--- config.mk ---
export PLATFORM = sky130hd
export DESIGN_NAME = x86_register_access_decoder_top
export DESIGN_NICKNAME = d
export VERILOG_FILES = /design/src/rad_pkg.sv /design/src/x86_register_access_decoder_top.sv /design/src/rad_decode.sv
export SDC_FILE = /design/constraint.sdc
export NUM_CORES = 1
export LEC_CHECK = 0
export ABC_AREA = 1
export BUFFER_PORTS_ARGS = -buffer_cell sky130_fd_sc_hd__buf_2
export CAP_MARGIN = 20
export CORE_MARGIN = 2
export CORE_UTILIZATION = 55
export DETAILED_ROUTE_END_ITERATION = 6
export PLACE_DENSITY = 0.79
export RECOVER_POWER = 25
export SLEW_MARGIN = 0
export SYNTH_ARGS = -nofsm -noshare
export SYNTH_HDL_FRONTEND = slang
export SYNTH_SLANG_ARGS = --single-unit
--- constraint.sdc ---
create_clock -name clk -period 3 [get_ports clk]
set_input_delay 0.75 -clock clk [delete_from_list [all_inputs] [get_ports clk]]
set_output_delay 0.75 -clock clk [all_outputs]
set_load 0.02 [all_outputs]
--- src/rad_pkg.sv ---
// Shared types, register numbers and helpers for the x86 register access decoder.
package rad_pkg;

  localparam int unsigned IN_DATA_W  = 64;
  localparam int unsigned IN_USER_W  = 5;
  localparam int unsigned OUT_DATA_W = 16;

  // General register numbers
  localparam logic [2:0] REG_EAX = 3'd0;
  localparam logic [2:0] REG_ECX = 3'd1;
  localparam logic [2:0] REG_EDX = 3'd2;
  localparam logic [2:0] REG_EBX = 3'd3;
  localparam logic [2:0] REG_ESP = 3'd4;
  localparam logic [2:0] REG_EBP = 3'd5;
  localparam logic [2:0] REG_ESI = 3'd6;
  localparam logic [2:0] REG_EDI = 3'd7;

  localparam logic [1:0] MOD_NO_DISP = 2'd0;
  localparam logic [1:0] MOD_REG     = 2'd3;

  typedef struct packed {
    logic [31:0] immediate;
    logic [7:0]  sib_byte;
    logic [7:0]  modrm_byte;
    logic [7:0]  second_opcode;
    logic [7:0]  primary_opcode;
  } instr_data_t;

  typedef struct packed {
    logic prefix_f3;
    logic prefix_f2;
    logic call_flag;
    logic modrm_present;
    logic two_byte_form;
  } instr_flags_t;

  typedef struct packed {
    logic [7:0] writes_mask;
    logic [7:0] reads_mask;
  } access_t;

  function automatic logic [7:0] reg_bit(input logic [2:0] idx);
    reg_bit = 8'b1 << idx;
  endfunction

endpackage

--- src/x86_register_access_decoder_top.sv ---
// Top level: input register, opcode decode and result register for register access masks.
//
//   channel | dir | tdata (low bit up)                                  | tuser (low bit up)
//   s_*     | in  | primary_opcode, second_opcode, modrm_byte, sib_byte, | two_byte_form,
//           |     | immediate                                           | modrm_present,
//           |     |                                                     | call_flag,
//           |     |                                                     | prefix_f2, prefix_f3
//   m_*     | out | reads_mask, writes_mask                             | -
//
// Two register stages: a request is captured in the input register, decoded by one
// flat table, and lands in the result register.
// One request per cycle is sustained whenever m_tready stays high.
// A stall on m_tready holds the result register, then the input register; s_tready
// drops only when both are full.
// rst clears both valid flags; payload registers are not reset.
module x86_register_access_decoder_top (
  input  logic                                 clk,
  input  logic                                 rst,
  input  logic                                 s_tvalid,
  output logic                                 s_tready,
  // primary_opcode[7:0], second_opcode[15:8], modrm_byte[23:16], sib_byte[31:24],
  // immediate[63:32]
  input  logic [rad_pkg::IN_DATA_W-1:0]        s_tdata,
  // two_byte_form[0], modrm_present[1], call_flag[2], prefix_f2[3], prefix_f3[4]
  input  logic [rad_pkg::IN_USER_W-1:0]        s_tuser,
  output logic                                 m_tvalid,
  input  logic                                 m_tready,
  // reads_mask[7:0], writes_mask[15:8]
  output logic [rad_pkg::OUT_DATA_W-1:0]       m_tdata
);
  import rad_pkg::*;

  logic         in_valid;
  instr_data_t  in_data;
  instr_flags_t in_flags;
  logic         out_valid;
  access_t      out_access;
  access_t      dec_access;
  logic         out_load;
  logic         in_load;

  assign out_load = in_valid && (!out_valid || m_tready);
  assign s_tready = !in_valid || out_load;
  assign in_load  = s_tvalid && s_tready;

  always_ff @(posedge clk) begin
    if (rst) begin
      in_valid <= 1'b0;
    end else if (s_tready) begin
      in_valid <= s_tvalid;
    end
  end

  always_ff @(posedge clk) begin
    if (in_load) begin
      in_data  <= instr_data_t'(s_tdata);
      in_flags <= instr_flags_t'(s_tuser);
    end
  end

  rad_decode u_decode (
    .data   (in_data),
    .flags  (in_flags),
    .access (dec_access)
  );

  always_ff @(posedge clk) begin
    if (rst) begin
      out_valid <= 1'b0;
    end else if (!out_valid || m_tready) begin
      out_valid <= in_valid;
    end
  end

  always_ff @(posedge clk) begin
    if (out_load) begin
      out_access <= dec_access;
    end
  end

  assign m_tvalid = out_valid;
  assign m_tdata  = out_access;

endmodule

--- src/rad_decode.sv ---
// Combinational opcode table: register read and write masks for one instruction.
module rad_decode (
  input  rad_pkg::instr_data_t  data,
  input  rad_pkg::instr_flags_t flags,
  output rad_pkg::access_t      access
);
  import rad_pkg::*;

  logic [7:0] op1;
  logic [7:0] op2;
  logic       tb;
  logic [1:0] md;
  logic [2:0] rg;
  logic [2:0] rm;
  logic [2:0] sib_idx;
  logic [2:0] sib_base;
  logic       eq;
  logic       immz;
  logic       immm1;
  logic       rep;
  logic       grp;
  logic       nop;
  logic       drd;
  logic       dwr;
  logic [7:0] rd;
  logic [7:0] wr;

  assign op1      = data.primary_opcode;
  assign op2      = data.second_opcode;
  assign tb       = flags.two_byte_form;
  assign md       = data.modrm_byte[7:6];
  assign rg       = data.modrm_byte[5:3];
  assign rm       = data.modrm_byte[2:0];
  assign sib_idx  = data.sib_byte[5:3];
  assign sib_base = data.sib_byte[2:0];
  assign eq       = (md == MOD_REG) && (rg == rm);
  assign immz     = (data.immediate == 32'h0000_0000);
  assign immm1    = (data.immediate == 32'hFFFF_FFFF);
  assign rep      = flags.prefix_f2 | flags.prefix_f3;
  assign grp      = (op1 >= 8'h80) && (op1 <= 8'h83);
  assign nop      = (immz && ((grp && (rg < 3'd2 || rg == 3'd5 || rg == 3'd6))
                              || op1 == 8'hC0 || op1 == 8'hC1))
                    || (immm1 && grp && rg == 3'd4);

  always_comb begin
    rd  = 8'h00;
    wr  = 8'h00;
    drd = 1'b0;
    dwr = 1'b0;

    // stack pointer effects
    if (flags.call_flag || op1 == 8'hC2 || op1 == 8'hC3 || op1 == 8'hCA || op1 == 8'hCB
        || op1 == 8'hCF || op1 == 8'h68 || op1 == 8'h6A || op1 == 8'h9C || op1 == 8'h9D
        || op1 == 8'hF1 || op1 == 8'h06 || op1 == 8'h07 || op1 == 8'h0E
        || op1 == 8'h16 || op1 == 8'h17 || op1 == 8'h1E || op1 == 8'h1F
        || (tb && (op2 == 8'hA0 || op2 == 8'hA1 || op2 == 8'hA8 || op2 == 8'hA9
                   || op2 == 8'h34 || op2 == 8'h35))) begin
      rd = rd | reg_bit(REG_ESP);
      wr = wr | reg_bit(REG_ESP);
    end

    // address registers
    if (flags.modrm_present) begin
      if (md != MOD_REG && rm == REG_ESP) begin
        if (sib_idx != REG_ESP) rd = rd | reg_bit(sib_idx);
        if (!(md == MOD_NO_DISP && sib_base == REG_EBP)) rd = rd | reg_bit(sib_base);
      end else if (md != MOD_REG && !(md == MOD_NO_DISP && rm == REG_EBP)) begin
        rd = rd | reg_bit(rm);
      end
    end

    // opcode rules, first match wins
    if (op1 == 8'h00 || op1 == 8'h01
        || ((op1 == 8'h08 || op1 == 8'h09 || op1 == 8'h20 || op1 == 8'h21) && !eq)
        || op1 == 8'h10 || op1 == 8'h11 || op1 == 8'h18 || op1 == 8'h19
        || op1 == 8'h28 || op1 == 8'h29 || op1 == 8'h30 || op1 == 8'h31) begin
      if (!((op1 == 8'h30 || op1 == 8'h31) && eq)) begin
        rd  = rd | reg_bit(rg);
        drd = 1'b1;
      end
      dwr = 1'b1;
    end else if (op1 == 8'h02 || op1 == 8'h03
        || ((op1 == 8'h0A || op1 == 8'h0B || op1 == 8'h22 || op1 == 8'h23) && !eq)
        || op1 == 8'h12 || op1 == 8'h13 || op1 == 8'h1A || op1 == 8'h1B
        || op1 == 8'h2A || op1 == 8'h2B || op1 == 8'h32 || op1 == 8'h33
        || (tb && op2 == 8'hAF)) begin
      if (!((op1 == 8'h32 || op1 == 8'h33) && eq)) begin
        rd  = rd | reg_bit(rg);
        drd = 1'b1;
      end
      wr = wr | reg_bit(rg);
    end else if ((!immz && (op1 == 8'h04 || op1 == 8'h05 || op1 == 8'h0C || op1 == 8'h0D
                            || op1 == 8'h2C || op1 == 8'h2D || op1 == 8'h34
                            || op1 == 8'h35))
        || op1 == 8'h14 || op1 == 8'h15 || op1 == 8'h1C || op1 == 8'h1D
        || (!immm1 && (op1 == 8'h24 || op1 == 8'h25))
        || op1 == 8'h3F || op1 == 8'h98 || op1 == 8'hD4 || op1 == 8'hD5) begin
      rd = rd | reg_bit(REG_EAX);
      wr = wr | reg_bit(REG_EAX);
    end else if (op1 == 8'h38 || op1 == 8'h39 || op1 == 8'h3A || op1 == 8'h3B
        || op1 == 8'h84 || op1 == 8'h85) begin
      rd  = rd | reg_bit(rg);
      drd = 1'b1;
    end else if (op1 == 8'h3C || op1 == 8'h3D) begin
      rd = rd | reg_bit(REG_EAX);
    end else if (op1[7:4] == 4'h4) begin
      rd = rd | reg_bit(op1[2:0]);
      wr = wr | reg_bit(op1[2:0]);
    end else if (op1[7:3] == 5'b01010) begin
      rd = rd | reg_bit(op1[2:0]) | reg_bit(REG_ESP);
      wr = wr | reg_bit(REG_ESP);
    end else if (op1[7:3] == 5'b01011) begin
      wr = wr | reg_bit(op1[2:0]) | reg_bit(REG_ESP);
      rd = rd | reg_bit(REG_ESP);
    end else if (op1 == 8'h60 || (op1 >= 8'hCC && op1 <= 8'hCE)) begin
      rd = 8'hFF;
      wr = wr | reg_bit(REG_ESP);
    end else if (op1 == 8'h61) begin
      wr = 8'hFF;
      rd = rd | reg_bit(REG_ESP);
    end else if (op1 == 8'h63) begin
      rd  = rd | reg_bit(rg);
      drd = 1'b1;
    end else if (op1 == 8'h69 || op1 == 8'h6B) begin
      wr  = wr | reg_bit(rg);
      drd = 1'b1;
    end else if (op1 == 8'h6C || op1 == 8'h6D) begin
      rd = rd | reg_bit(REG_EDX) | reg_bit(REG_EDI);
      wr = wr | reg_bit(REG_EDI);
    end else if (op1 == 8'h6E || op1 == 8'h6F) begin
      rd = rd | reg_bit(REG_EDX) | reg_bit(REG_ESI);
      wr = wr | reg_bit(REG_ESI);
    end else if (grp || op1 == 8'hC0 || op1 == 8'hC1 || op1 == 8'hD0 || op1 == 8'hD1
        || ((op1 == 8'hF6 || op1 == 8'hF7) && (rg == 3'd2 || rg == 3'd3))
        || op1 == 8'hFE || (op1 == 8'hFF && rg <= 3'd1)
        || (tb && op2 == 8'hBA && rg >= 3'd5)) begin
      drd = !nop;
      dwr = !nop;
    end else if (op1 == 8'hD2 || op1 == 8'hD3) begin
      rd  = rd | reg_bit(REG_ECX);
      drd = 1'b1;
      dwr = 1'b1;
    end else if (((op1 == 8'h86 || op1 == 8'h87) && !eq)
        || (tb && (op2 == 8'hC0 || op2 == 8'hC1))) begin
      rd  = rd | reg_bit(rg);
      wr  = wr | reg_bit(rg);
      drd = 1'b1;
      dwr = 1'b1;
    end else if ((op1 == 8'h88 || op1 == 8'h89) && !eq) begin
      rd  = rd | reg_bit(rg);
      dwr = 1'b1;
    end else if ((op1 == 8'h8A || op1 == 8'h8B) && !eq) begin
      wr  = wr | reg_bit(rg);
      drd = 1'b1;
    end else if (op1 == 8'h8C || op1 == 8'hC6 || op1 == 8'hC7
        || (tb && op2 == 8'h00 && rg <= 3'd1)) begin
      dwr = 1'b1;
    end else if (op1 == 8'h8D || op1 == 8'hC4 || op1 == 8'hC5
        || (tb && (op2 == 8'hB2 || op2 == 8'hB4 || op2 == 8'hB5))) begin
      wr = wr | reg_bit(rg);
    end else if (op1 == 8'h8E
        || ((op1 == 8'hF6 || op1 == 8'hF7) && rg <= 3'd1)
        || (tb && op2 == 8'h00 && rg >= 3'd2 && rg <= 3'd5)
        || (tb && op2 == 8'hBA && rg == 3'd4)
        || (op1 == 8'hFF && (rg == 3'd2 || rg == 3'd4))) begin
      drd = 1'b1;
    end else if (op1 == 8'h8F) begin
      rd  = rd | reg_bit(REG_ESP);
      wr  = wr | reg_bit(REG_ESP);
      dwr = 1'b1;
    end else if (op1 == 8'hFF && rg == 3'd6) begin
      rd  = rd | reg_bit(REG_ESP);
      wr  = wr | reg_bit(REG_ESP);
      drd = 1'b1;
    end else if (op1 >= 8'h91 && op1 <= 8'h97) begin
      rd = rd | reg_bit(REG_EAX) | reg_bit(op1[2:0]);
      wr = wr | reg_bit(REG_EAX) | reg_bit(op1[2:0]);
    end else if (op1 == 8'h99) begin
      rd = rd | reg_bit(REG_EAX);
      wr = wr | reg_bit(REG_EDX);
    end else if (op1 == 8'h9E || op1 == 8'hA2 || op1 == 8'hA3 || op1 == 8'hA8
        || op1 == 8'hA9 || op1 == 8'hE6 || op1 == 8'hE7) begin
      rd = rd | reg_bit(REG_EAX);
    end else if (op1 == 8'h9F || op1 == 8'hA0 || op1 == 8'hA1 || op1 == 8'hD6
        || op1 == 8'hE4 || op1 == 8'hE5) begin
      wr = wr | reg_bit(REG_EAX);
    end else if (op1 >= 8'hA4 && op1 <= 8'hA7) begin
      rd = rd | reg_bit(REG_ESI) | reg_bit(REG_EDI);
      wr = wr | reg_bit(REG_ESI) | reg_bit(REG_EDI);
    end else if (op1 == 8'hAA || op1 == 8'hAB || op1 == 8'hAE || op1 == 8'hAF) begin
      rd = rd | reg_bit(REG_EAX) | reg_bit(REG_EDI);
      wr = wr | reg_bit(REG_EDI);
    end else if (op1 == 8'hAC || op1 == 8'hAD) begin
      rd = rd | reg_bit(REG_ESI);
      wr = wr | reg_bit(REG_EAX) | reg_bit(REG_ESI);
    end else if (op1[7:4] == 4'hB) begin
      wr = wr | reg_bit(op1[2:0]);
    end else if (op1 == 8'hC8 || op1 == 8'hC9) begin
      rd = rd | reg_bit(REG_EBP) | reg_bit(REG_ESP);
      wr = wr | reg_bit(REG_EBP) | reg_bit(REG_ESP);
    end else if (op1 == 8'hD7) begin
      rd = rd | reg_bit(REG_EBX) | reg_bit(REG_EAX);
      wr = wr | reg_bit(REG_EAX);
    end else if (op1 >= 8'hE0 && op1 <= 8'hE3) begin
      rd = rd | reg_bit(REG_ECX);
    end else if (op1 == 8'hEC || op1 == 8'hED) begin
      rd = rd | reg_bit(REG_EDX);
      wr = wr | reg_bit(REG_EAX);
    end else if (op1 == 8'hEE || op1 == 8'hEF) begin
      rd = rd | reg_bit(REG_EDX) | reg_bit(REG_EAX);
    end else if (rep) begin
      // string count register, only when nothing above matched
      rd = rd | reg_bit(REG_ECX);
      wr = wr | reg_bit(REG_ECX);
    end else if (op1 == 8'hF6 && rg >= 3'd4) begin
      rd  = rd | reg_bit(REG_EAX);
      wr  = wr | reg_bit(REG_EAX);
      drd = 1'b1;
    end else if (op1 == 8'hF7 && rg >= 3'd4) begin
      rd  = rd | reg_bit(REG_EAX) | reg_bit(REG_EDX);
      wr  = wr | reg_bit(REG_EAX) | reg_bit(REG_EDX);
      drd = 1'b1;
    end else if (tb && op2 == 8'h01) begin
      if (rg == 3'd2) begin
        if (data.modrm_byte == 8'hD0) begin
          rd = rd | reg_bit(REG_ECX);
          wr = wr | reg_bit(REG_EAX) | reg_bit(REG_EDX);
        end else if (data.modrm_byte == 8'hD1) begin
          rd = rd | reg_bit(REG_ECX) | reg_bit(REG_EAX) | reg_bit(REG_EDX);
        end
      end else if (rg == 3'd4) begin
        dwr = 1'b1;
      end else if (rg == 3'd6) begin
        drd = 1'b1;
      end else if (data.modrm_byte == 8'hF9) begin
        rd = rd | reg_bit(REG_ECX);
        wr = wr | reg_bit(REG_EAX) | reg_bit(REG_EDX);
      end
    end else if (tb && (op2 == 8'h02 || op2 == 8'h03)) begin
      wr  = wr | reg_bit(rg);
      drd = 1'b1;
    end else if (tb && (op2 == 8'h20 || op2 == 8'h21)) begin
      wr = wr | reg_bit(rg);
    end else if (tb && (op2 == 8'h22 || op2 == 8'h23)) begin
      rd = rd | reg_bit(rg);
    end else if (tb && op2 == 8'h30) begin
      rd = rd | reg_bit(REG_EAX) | reg_bit(REG_EDX) | reg_bit(REG_ECX);
    end else if (tb && (op2 == 8'h31 || op2 == 8'h33)) begin
      wr = wr | reg_bit(REG_EAX) | reg_bit(REG_EDX);
    end else if (tb && op2 == 8'h32) begin
      rd = rd | reg_bit(REG_ECX);
      wr = wr | reg_bit(REG_EAX) | reg_bit(REG_EDX);
    end else if (tb && op2[7:4] == 4'h4) begin
      wr  = wr | reg_bit(rg);
      drd = 1'b1;
    end else if (tb && op2[7:4] == 4'h9) begin
      dwr = 1'b1;
    end else if (tb && op2 == 8'hA2) begin
      rd = rd | reg_bit(REG_EAX);
      wr = 8'hFF;
    end else if (tb && op2 == 8'hA3) begin
      rd  = rd | reg_bit(rg);
      drd = 1'b1;
    end else if (tb && (op2 == 8'hA4 || op2 == 8'hA5 || op2 == 8'hAC || op2 == 8'hAD)) begin
      if (op2 == 8'hA5 || op2 == 8'hAD) rd = rd | reg_bit(REG_ECX);
      rd  = rd | reg_bit(rg);
      drd = 1'b1;
      dwr = 1'b1;
    end else if (tb && (op2 == 8'hAB || op2 == 8'hB3 || op2 == 8'hBB)) begin
      rd  = rd | reg_bit(rg);
      drd = 1'b1;
      dwr = 1'b1;
    end else if (tb && (op2 == 8'hB0 || op2 == 8'hB1)) begin
      rd  = rd | reg_bit(rg) | reg_bit(REG_EAX);
      wr  = wr | reg_bit(REG_EAX);
      drd = 1'b1;
      dwr = 1'b1;
    end else if (tb && (op2 == 8'hB6 || op2 == 8'hB7 || op2 == 8'hBC || op2 == 8'hBD
                        || op2 == 8'hBE || op2 == 8'hBF || op2 == 8'hB8)) begin
      wr  = wr | reg_bit(rg);
      drd = 1'b1;
    end else if (tb && op2 == 8'hC7 && rg == 3'd1) begin
      rd = rd | reg_bit(REG_EAX) | reg_bit(REG_EDX);
      wr = wr | reg_bit(REG_EAX) | reg_bit(REG_EDX);
    end else if (tb && op2[7:3] == 5'h19) begin
      // bswap
      rd = rd | reg_bit(op2[2:0]);
      wr = wr | reg_bit(op2[2:0]);
    end

    // register-direct r/m operand
    if (flags.modrm_present && md == MOD_REG) begin
      if (drd) rd = rd | reg_bit(rm);
      if (dwr) wr = wr | reg_bit(rm);
    end
  end

  assign access.reads_mask  = rd;
  assign access.writes_mask = wr;

endmodule

==> metrics.yaml, run 1 <==
status:
  status: "did not finish"
  stop_stage: "global routing"
  error: "[ERROR GRT-0232] Routing congestion too high. Check the congestion heatmap in the GUI."
placement:
  dp_hpwl_um: 28600
  dp_slack_ps: -426
  dp.cells: 1820
  gp_congestion: 1.14
  port_buffers: 88
synthesis:
  synth-seq-cells: 85
  yosysWarnings: 0
  yosysTopAreaCell: "edfxtp_1"
  async_flop_share: 0
  synth_area_leaders: "edfxtp_1 (31%), nand2_1 (18%), inv_1 (7.4%), nor2_1 (7.3%), a21oi_1 (6.0%)"
  yosysSeqAreaShare: 0.320
  avgSynthCellArea_um2: 6.30
  synth_top_area_share: 0.315
  synth_most_common_cell: "nand2_1"
  ys.flop_type: "edfxtp_1"
  synth_area_um2: 7910
  synth_cell_types: 54
  syn_inst: 1256
  synth_common_cells: "nand2_1 (377), inv_1 (156), nor2_1 (153), a21oi_1 (95), o21ai_0 (87)"
  synth.net_count: 1329
  synth-edff-count: 83
floorplan:
  die_w_um: 124
  rows: 43
  ios: 91
  fp.dieH_um: 124
  start_util: 0.566
global_routing:
  overflow: 148
  grt_use_total: 0.796
  grt_max_degree: 68
clock_tree:
  htree_levels: 3
  cts.path.max_buffers: 2
  cts_root_buffer: "clkbuf_16"
  holdBufCountCts: 0
  clock_sinks: 85
  cts_buffers: 9
sta:
  worstEndpointGrtRepair: "m_tdata[12]$_DFFE_PP_/D"
  endpoint_type: "sequential cell input"
-- repair_timing --
| action | 4_1_cts |
|---|---|
| pin swaps | 69 |
| setup endpoints to repair | 16 |
| hold endpoints to repair | 0 |
| buffers inserted | 38 |
| gates resized for setup | 169 |
-- cell families after synthesis --
| kind of cell | synth area share |
|---|---|
| AO/OA/AOI/OAI | 0.203 |
| XOR/XNOR | 0.00111 |
| buffers and inverters | 0.0957 |
| flip-flops | 0.320 |
| AND/OR/NAND/NOR | 0.380 |
-- stage by stage --
stage	utilization	cell area [um2]
floorplan	-	7910
global placement	0.777	10900
detailed placement	0.777	10900
CTS	0.856	12000
-- routing by layer --
layer	GRT overflow	global-route usage
met5	0	0.274
met4	63	0.830
met3	3	0.642
met2	80	0.956
met1	2	0.787
==> run 2: changes to the inputs <==
--- a/config.mk
+++ b/config.mk
@@ -9,9 +9,9 @@
 export BUFFER_PORTS_ARGS = -buffer_cell sky130_fd_sc_hd__buf_2
 export CAP_MARGIN = 20
 export CORE_MARGIN = 2
-export CORE_UTILIZATION = 55
+export CORE_UTILIZATION = 40
 export DETAILED_ROUTE_END_ITERATION = 6
-export PLACE_DENSITY = 0.79
+export PLACE_DENSITY_LB_ADDON = 0.15
 export RECOVER_POWER = 25
 export SLEW_MARGIN = 0
 export SYNTH_ARGS = -nofsm -noshare
==> constraint.sdc (replaced) <==
create_clock -name clk -period 3.9 [get_ports clk]
set_input_delay 0.975 -clock clk [delete_from_list [all_inputs] [get_ports clk]]
set_output_delay 0.975 -clock clk [all_outputs]
set_load 0.02 [all_outputs]
==> run 2 against run 1 <==
- the run now ends clean
- area after synthesis did not move
- synthesized cell count stayed put
==> metrics.yaml, run 2 <==
status:
  status: "complete, no violations"
floorplan:
  die_w_um: 145
  fp.dieH_um: 145
  design.die.area_um2: 20900
  rows: 51
  ios: 91
  start_util: 0.407
  fp.coreArea_um2: 19500
synthesis:
  synth-seq-cells: 85
  synthXorXnorAreaFrac: 0.00111
  synth_mux_area_frac: 0
  synth_area_leaders: "edfxtp_1 (31%), nand2_1 (18%), inv_1 (7.4%), nor2_1 (7.3%), a21oi_1 (6.0%)"
  synth_top_family_by_area: "simple AND/OR/NAND/NOR gates"
  synth_most_common_cell: "nand2_1"
  synth-edff-count: 83
  synth_common_cells: "nand2_1 (377), inv_1 (156), nor2_1 (153), a21oi_1 (95), o21ai_0 (87)"
  yosysTopAreaCell: "edfxtp_1"
  yosysSeqAreaShare: 0.320
  async_flop_share: 0
  post_synth_fa_ha_maj_area_fraction: 0
  synth.net_count: 1329
  synth_top_area_share: 0.315
  avgSynthCellArea_um2: 6.30
  ys.flop_type: "edfxtp_1"
  synth_compound_area_frac: 0.203
  synth_area_um2: 7910
  yosys.area_share.simple: 0.380
  syn_inst: 1256
  synth_cell_types: 54
  yosysWarnings: 0
finish:
  drive_gt1_frac: 0.182
  area_delta_synth_final_pct: 22.6
  final_cell_area_um2: 9700
  top_register: "in_data"
  final_common_cell: "nand2_1"
  final_cells: 1706
  final_cell_mix: "nand2_1 (376), inv_1 (155), nor2_1 (147), buf_4 (99), a21oi_1 (95)"
  finalNetCount: 1509
  largest_register_ffs: 62
  antenna_cells: 0
critical_path:
  cp_slowest_cell: "a2111oi_1"
  crit_top_cell: "nand2_1"
  cp_cell_sequence: "nand2_2, inv_1, nand2_1, inv_1, nand2_1, nand2_1, nor2_1, nand2_1, a2111oi_1, nand4_1, o21ai_0, nand2_1, a21oi_1, o2111ai_1, nand2_1, nand2_1, nand2_1"
  worstSetupStartpointType: "register"
  worstSetupPathType: "reg2reg"
  critPathRequiredTime_ps: 4120
  r2r_slack_ps: 260
  cp_data_arrival_time_ps: 3860
  worst_path_largest_cell_delay_ps: 520
  cp_max_fo: 8
  end_kind: "register"
global_routing:
  overflow: 0
  grt_pass1_vias: 8774
  grt_use_total: 0.320
  grt_max_degree: 40
  grt_pass1_wl_um: 49800
  antenna_found_initial: 0
power_and_ir_drop:
  ir_drop_uv: 259
  p_per_area_nw_per_um2: 271
  p_leak_nw: 4.66
sta:
  hold_slack_ps: 481
  tightestPinTransition_ps: 816
  drv_slew: 0
  finalCritPeriodShare: 0.934
  setup_viol: 0
  maxSlewHeadroom: 0.451
  hold_viol_final: 0
  rsz0062_at_grt: "false"
  finClkSkew_ps: 5.17
  period_needed_ps: 3640
  fin_tns_setup_ps: 0
  fmax_mhz: 275
clock_tree:
  clock_sinks: 85
  cts_root_buffer: "clkbuf_16"
  cts_buffers: 9
  clock_latency_ps: 350
  tritoncts: "done"
  cts.path.max_buffers: 2
  htree_levels: 3
  clk_pin_slew_ps: 70
placement:
  port_buffers: 88
  gp_congestion: 1.08
  dp_hpwl_um: 27200
  dpl-instance-area_um2: 9330
  dp.cells: 1686
routing:
  drtIter0Drc: 1281
  drt_wl_total_um: 33200
  viasPerCell: 5.65
  drt-pass1-iter-count: 6
  antenna_left: 0
  wl_per_cell_um: 19.4
  dr_total_vias: 9640
  drc: 0
worst_hold_path:
  hold_path_class: "reg2reg"
job:
  drv_cap: 0
## run 2: cell counts after synthesis
Identical to the previous run, type by type.
## run 2: timing repair
action,4_1_cts,5_1_grt
setup endpoints to repair,0,13
setup buffers,0,4
hold buffers,0,0
resized for setup,0,10
## run 2: cell families after synthesis
logic type	Yosys count
AOI/OAI and AO/OA	277
xor gates and xnor gates	1
buffers and inverters	195
DFF	85
and+or+nand+nor	698
## run 2: path summary, 6_finish.rpt
path / start / end / cells past startpoint
worst max-delay path: in_data[7]$_DFFE_PP_ / m_tdata[11]$_DFFE_PP_ / 17
worst min-delay path: in_valid$_SDFFE_PP0N_ / m_tvalid$_SDFFE_PP0P_ / 2
worst max register to register: in_data[7]$_DFFE_PP_ / m_tdata[11]$_DFFE_PP_ / 17
worst min register to register: in_valid$_SDFFE_PP0N_ / m_tvalid$_SDFFE_PP0P_ / 2
## run 2: worst max-delay path: cells and delay by family (launching register included)
kind	cells	cell delay (ps)
buffers and inverters	2	150
DFF	1	470
and+or+nand+nor	11	1780
AOI/OAI and AO/OA	4	1100
## run 2: power by group
group	switching [mW]	internal (mW)	leakage [nW]	total, mW
clock network	0.411	0.454	0.145	0.866
registers	0.0387	1.07	0.825	1.11
logic	0.431	0.221	3.69	0.653
total	0.881	1.75	4.66	2.63
## run 2: per-stage QoR
stage | setup slack, ps | total power [mW] | utilization
6_report | 259 | 2.63 | 0.498
5_1_grt | 0.0369 | 2.75 | 0.498
4_1_cts | 296 | 2.63 | 0.495
3_5_place_dp | 328 | 1.76 | 0.479
3_3_place_gp | 288 | 1.76 | 0.479
2_1_floorplan | 826 | 1.51 | -
## run 2: per-layer routing
metal | global-route usage | share of wire | vias up | wire length (um)
met5 | 0 | 0 | - | 0
li1 | - | - | 4619 | -
met2 | 0.473 | 0.42 | 545 | 14000
met4 | 0.134 | 0.041 | 0 | 1350
met3 | 0.0566 | 0.10 | 76 | 3450
met1 | 0.459 | 0.43 | 4400 | 14400
## run 2: cell type report
| type | instances | area [um2] |
|---|---|---|
| Clock buffer | 9 | 225 |
| Clock inverter | 7 | 75.1 |
| Fill cell | 2061 | 9760 |
| Inverter | 175 | 657 |
| Multi-Input combinational cell | 976 | 4660 |
| Sequential cell | 85 | 2530 |
| Tap cell | 265 | 332 |
| Timing Repair Buffer | 189 | 1220 |
(Power assumes the default switching activity.)
==> run 3: changes to the inputs <==
--- a/config.mk
+++ b/config.mk
@@ -16,4 +16,5 @@
 export SLEW_MARGIN = 0
 export SYNTH_ARGS = -nofsm -noshare
 export SYNTH_HDL_FRONTEND = slang
+export SYNTH_HIERARCHICAL = 1
 export SYNTH_SLANG_ARGS = --single-unit
==> run 3 against run 2 <==
- clock power grew 2%
- via count shrank 0.51%
- highest routed layer unchanged
- count of clock-buffer cells in the layout unchanged
- fmax up 0.88%
- area after synthesis rose by 3.8%
- worst hold slack better by 7.8 ps
- largest cell class unchanged
- clock skew up 2.0 ps
- sequential cell count did not move
- die area grew 3.7%
==> metrics.yaml, run 3 <==
sta:
  rsz0062_at_grt: "false"
  period_needed_ps: 3610
  maxSlewHeadroom: 0.417
  tightestPinTransition_ps: 870
  setup_viol: 0
  hold_viol_final: 0
  finalCritPeriodShare: 0.925
  fin_tns_setup_ps: 0
  fmax_mhz: 277
  drv_slew: 0
  finClkSkew_ps: 7.19
clock_tree:
  cts_root_buffer: "clkbuf_16"
  postCtsSetupBuffers: 0
  cts.path.max_buffers: 2
  clock_latency_ps: 340
  holdBufCountCts: 0
  clk_pin_slew_ps: 70
  htree_levels: 3
  tritoncts: "done"
  cts_buffers: 9
  cts.repair.resized: 0
  clock_sinks: 85
routing:
  wl_per_cell_um: 18.5
  drt_wl_total_um: 31900
  viasPerCell: 5.55
  antenna_left: 0
  dr_total_vias: 9591
  drt-pass1-iter-count: 6
  drtIter0Drc: 1090
  drc: 0
finish:
  finalCoreUtilization: 0.475
  final_common_cell: "nand2_1"
  largest_register_ffs: 62
  finalNetCount: 1525
  drive_gt1_frac: 0.166
  final_cell_mix: "nand2_1 (411), inv_1 (163), nor2_1 (154), a21oi_1 (118), buf_2 (88)"
  ff_latch_area_um2: 2530
  area_delta_synth_final_pct: 16.6
  nFillCells: 2167
  antenna_cells: 0
  multi_input_area_um2: 4800
  top_register: "in_data"
critical_path:
  end_kind: "register"
  cp_max_fo: 11
  crit_top_cell: "nand2_1"
  cp_slowest_cell: "edfxtp_1"
  worst_path_largest_cell_delay_ps: 610
  cp_data_arrival_time_ps: 3810
  rr_endpoint: "m_tdata[7]$_DFFE_PP_"
  rr_startpoint: "in_data[3]$_DFFE_PP_"
  cp_cell_sequence: "nor2_2, nand2_2, nor2_1, o211ai_1, nand3_1, nand2_1, o41ai_1, a21oi_1, o21ai_1, nand2_1, nand2_1, nand2_1, nand2_1, nand2_1, nand2_1, nand2_1, a21boi_2, nand2_1, nand3_1"
  path_delay_family: "simple AND/OR/NAND/NOR gates"
  path_buf_inv: 0
  critPathRequiredTime_ps: 4110
  worstSetupPathType: "reg2reg"
  r2r_slack_ps: 290
  worstSetupStartpointType: "register"
  reg2reg_depth: 19
floorplan:
  die_w_um: 147
  ios: 91
  design.die.area_um2: 21700
  fp.dieH_um: 147
  fp.coreArea_um2: 20200
  rows: 52
  start_util: 0.407
global_routing:
  grt_pass1_wl_um: 48800
  antenna_found_initial: 0
  grt_pass1_vias: 8528
  grt_max_degree: 44
  grt_use_total: 0.293
  overflow: 0
worst_hold_path:
  hold_path_class: "reg2reg"
  hold-path-cell-count: 2
  worstHoldStart: "in_valid$_SDFFE_PP0P_"
  holdPathEnd: "m_tvalid$_SDFFE_PP0P_"
status:
  status: "complete, no violations"
job:
  drv_cap: 0
synthesis:
  synth_area_um2: 8210
  avgSynthCellArea_um2: 6.17
  yosysWarnings: 6
  syn_inst: 1331
  synth.net_count: 1404
placement:
  gp_congestion: 1.02
  port_buffers: 88
  dp_hpwl_um: 26100
power_and_ir_drop:
  p_leak_nw: 4.70
  ir_drop_uv: 276
  p_per_area_nw_per_um2: 275
run 3: where the power goes:
group	internal [mW]	switching (mW)	total (mW)
clock	0.511	0.373	0.885
sequential	1.08	0.0429	1.12
combinational	0.199	0.430	0.629
run 3: tightest hold or removal path: cells and delay by family (launching register included):
kind                   cells  cell delay (ps)
flip-flops                 1              320
buffers and inverters      1               70
AO/OA/AOI/OAI              1               60
run 3: metrics by stage:
step           instances  hold slack [ps]  instance area [um2]  worst slack (ps)  power, mW
2_1_floorplan       1331              457                 8210               941       1.53
3_3_place_gp        1711              471                 9250               335       1.75
3_5_place_dp        1711              483                 9250               359       1.75
4_1_cts             1727              493                 9570               342       2.65
5_1_grt             1727              527                 9570              10.4       2.76
6_report            1727              489                 9570               291       2.63
run 3: worst max-delay path by stage:
stage                     cells after the start             startpoint  slack [ps]                    to
after floorplan                               4               m_tready         940  in_data[0]$_DFFE_PP_
after global placement                       19  in_data[10]$_DFFE_PP_         330  m_tdata[4]$_DFFE_PP_
after detailed placement                     19  in_data[10]$_DFFE_PP_         360  m_tdata[4]$_DFFE_PP_
after CTS                                    19  in_data[10]$_DFFE_PP_         340  m_tdata[4]$_DFFE_PP_
after global routing                         32   in_data[3]$_DFFE_PP_          10  m_tdata[1]$_DFFE_PP_
final                                        19   in_data[3]$_DFFE_PP_         290  m_tdata[7]$_DFFE_PP_
run 3: metal layers:
metal  up-vias  global-route usage  wire, um
li1       4664                   -         -
met1      4375               0.424     14100
met2       481               0.440     13800
met3        71              0.0407      2780
met4         0               0.117      1250
met5         -                   0         0
run 3: layout make-up:
cell class	instances	area share
multi-input combinational	1018	0.501
sequential	85	0.265
timing repair buffer	140	0.0881
inverter	198	0.0776
tap	270	0.0353
clock buffer	9	0.0235
clock inverter	7	0.00954
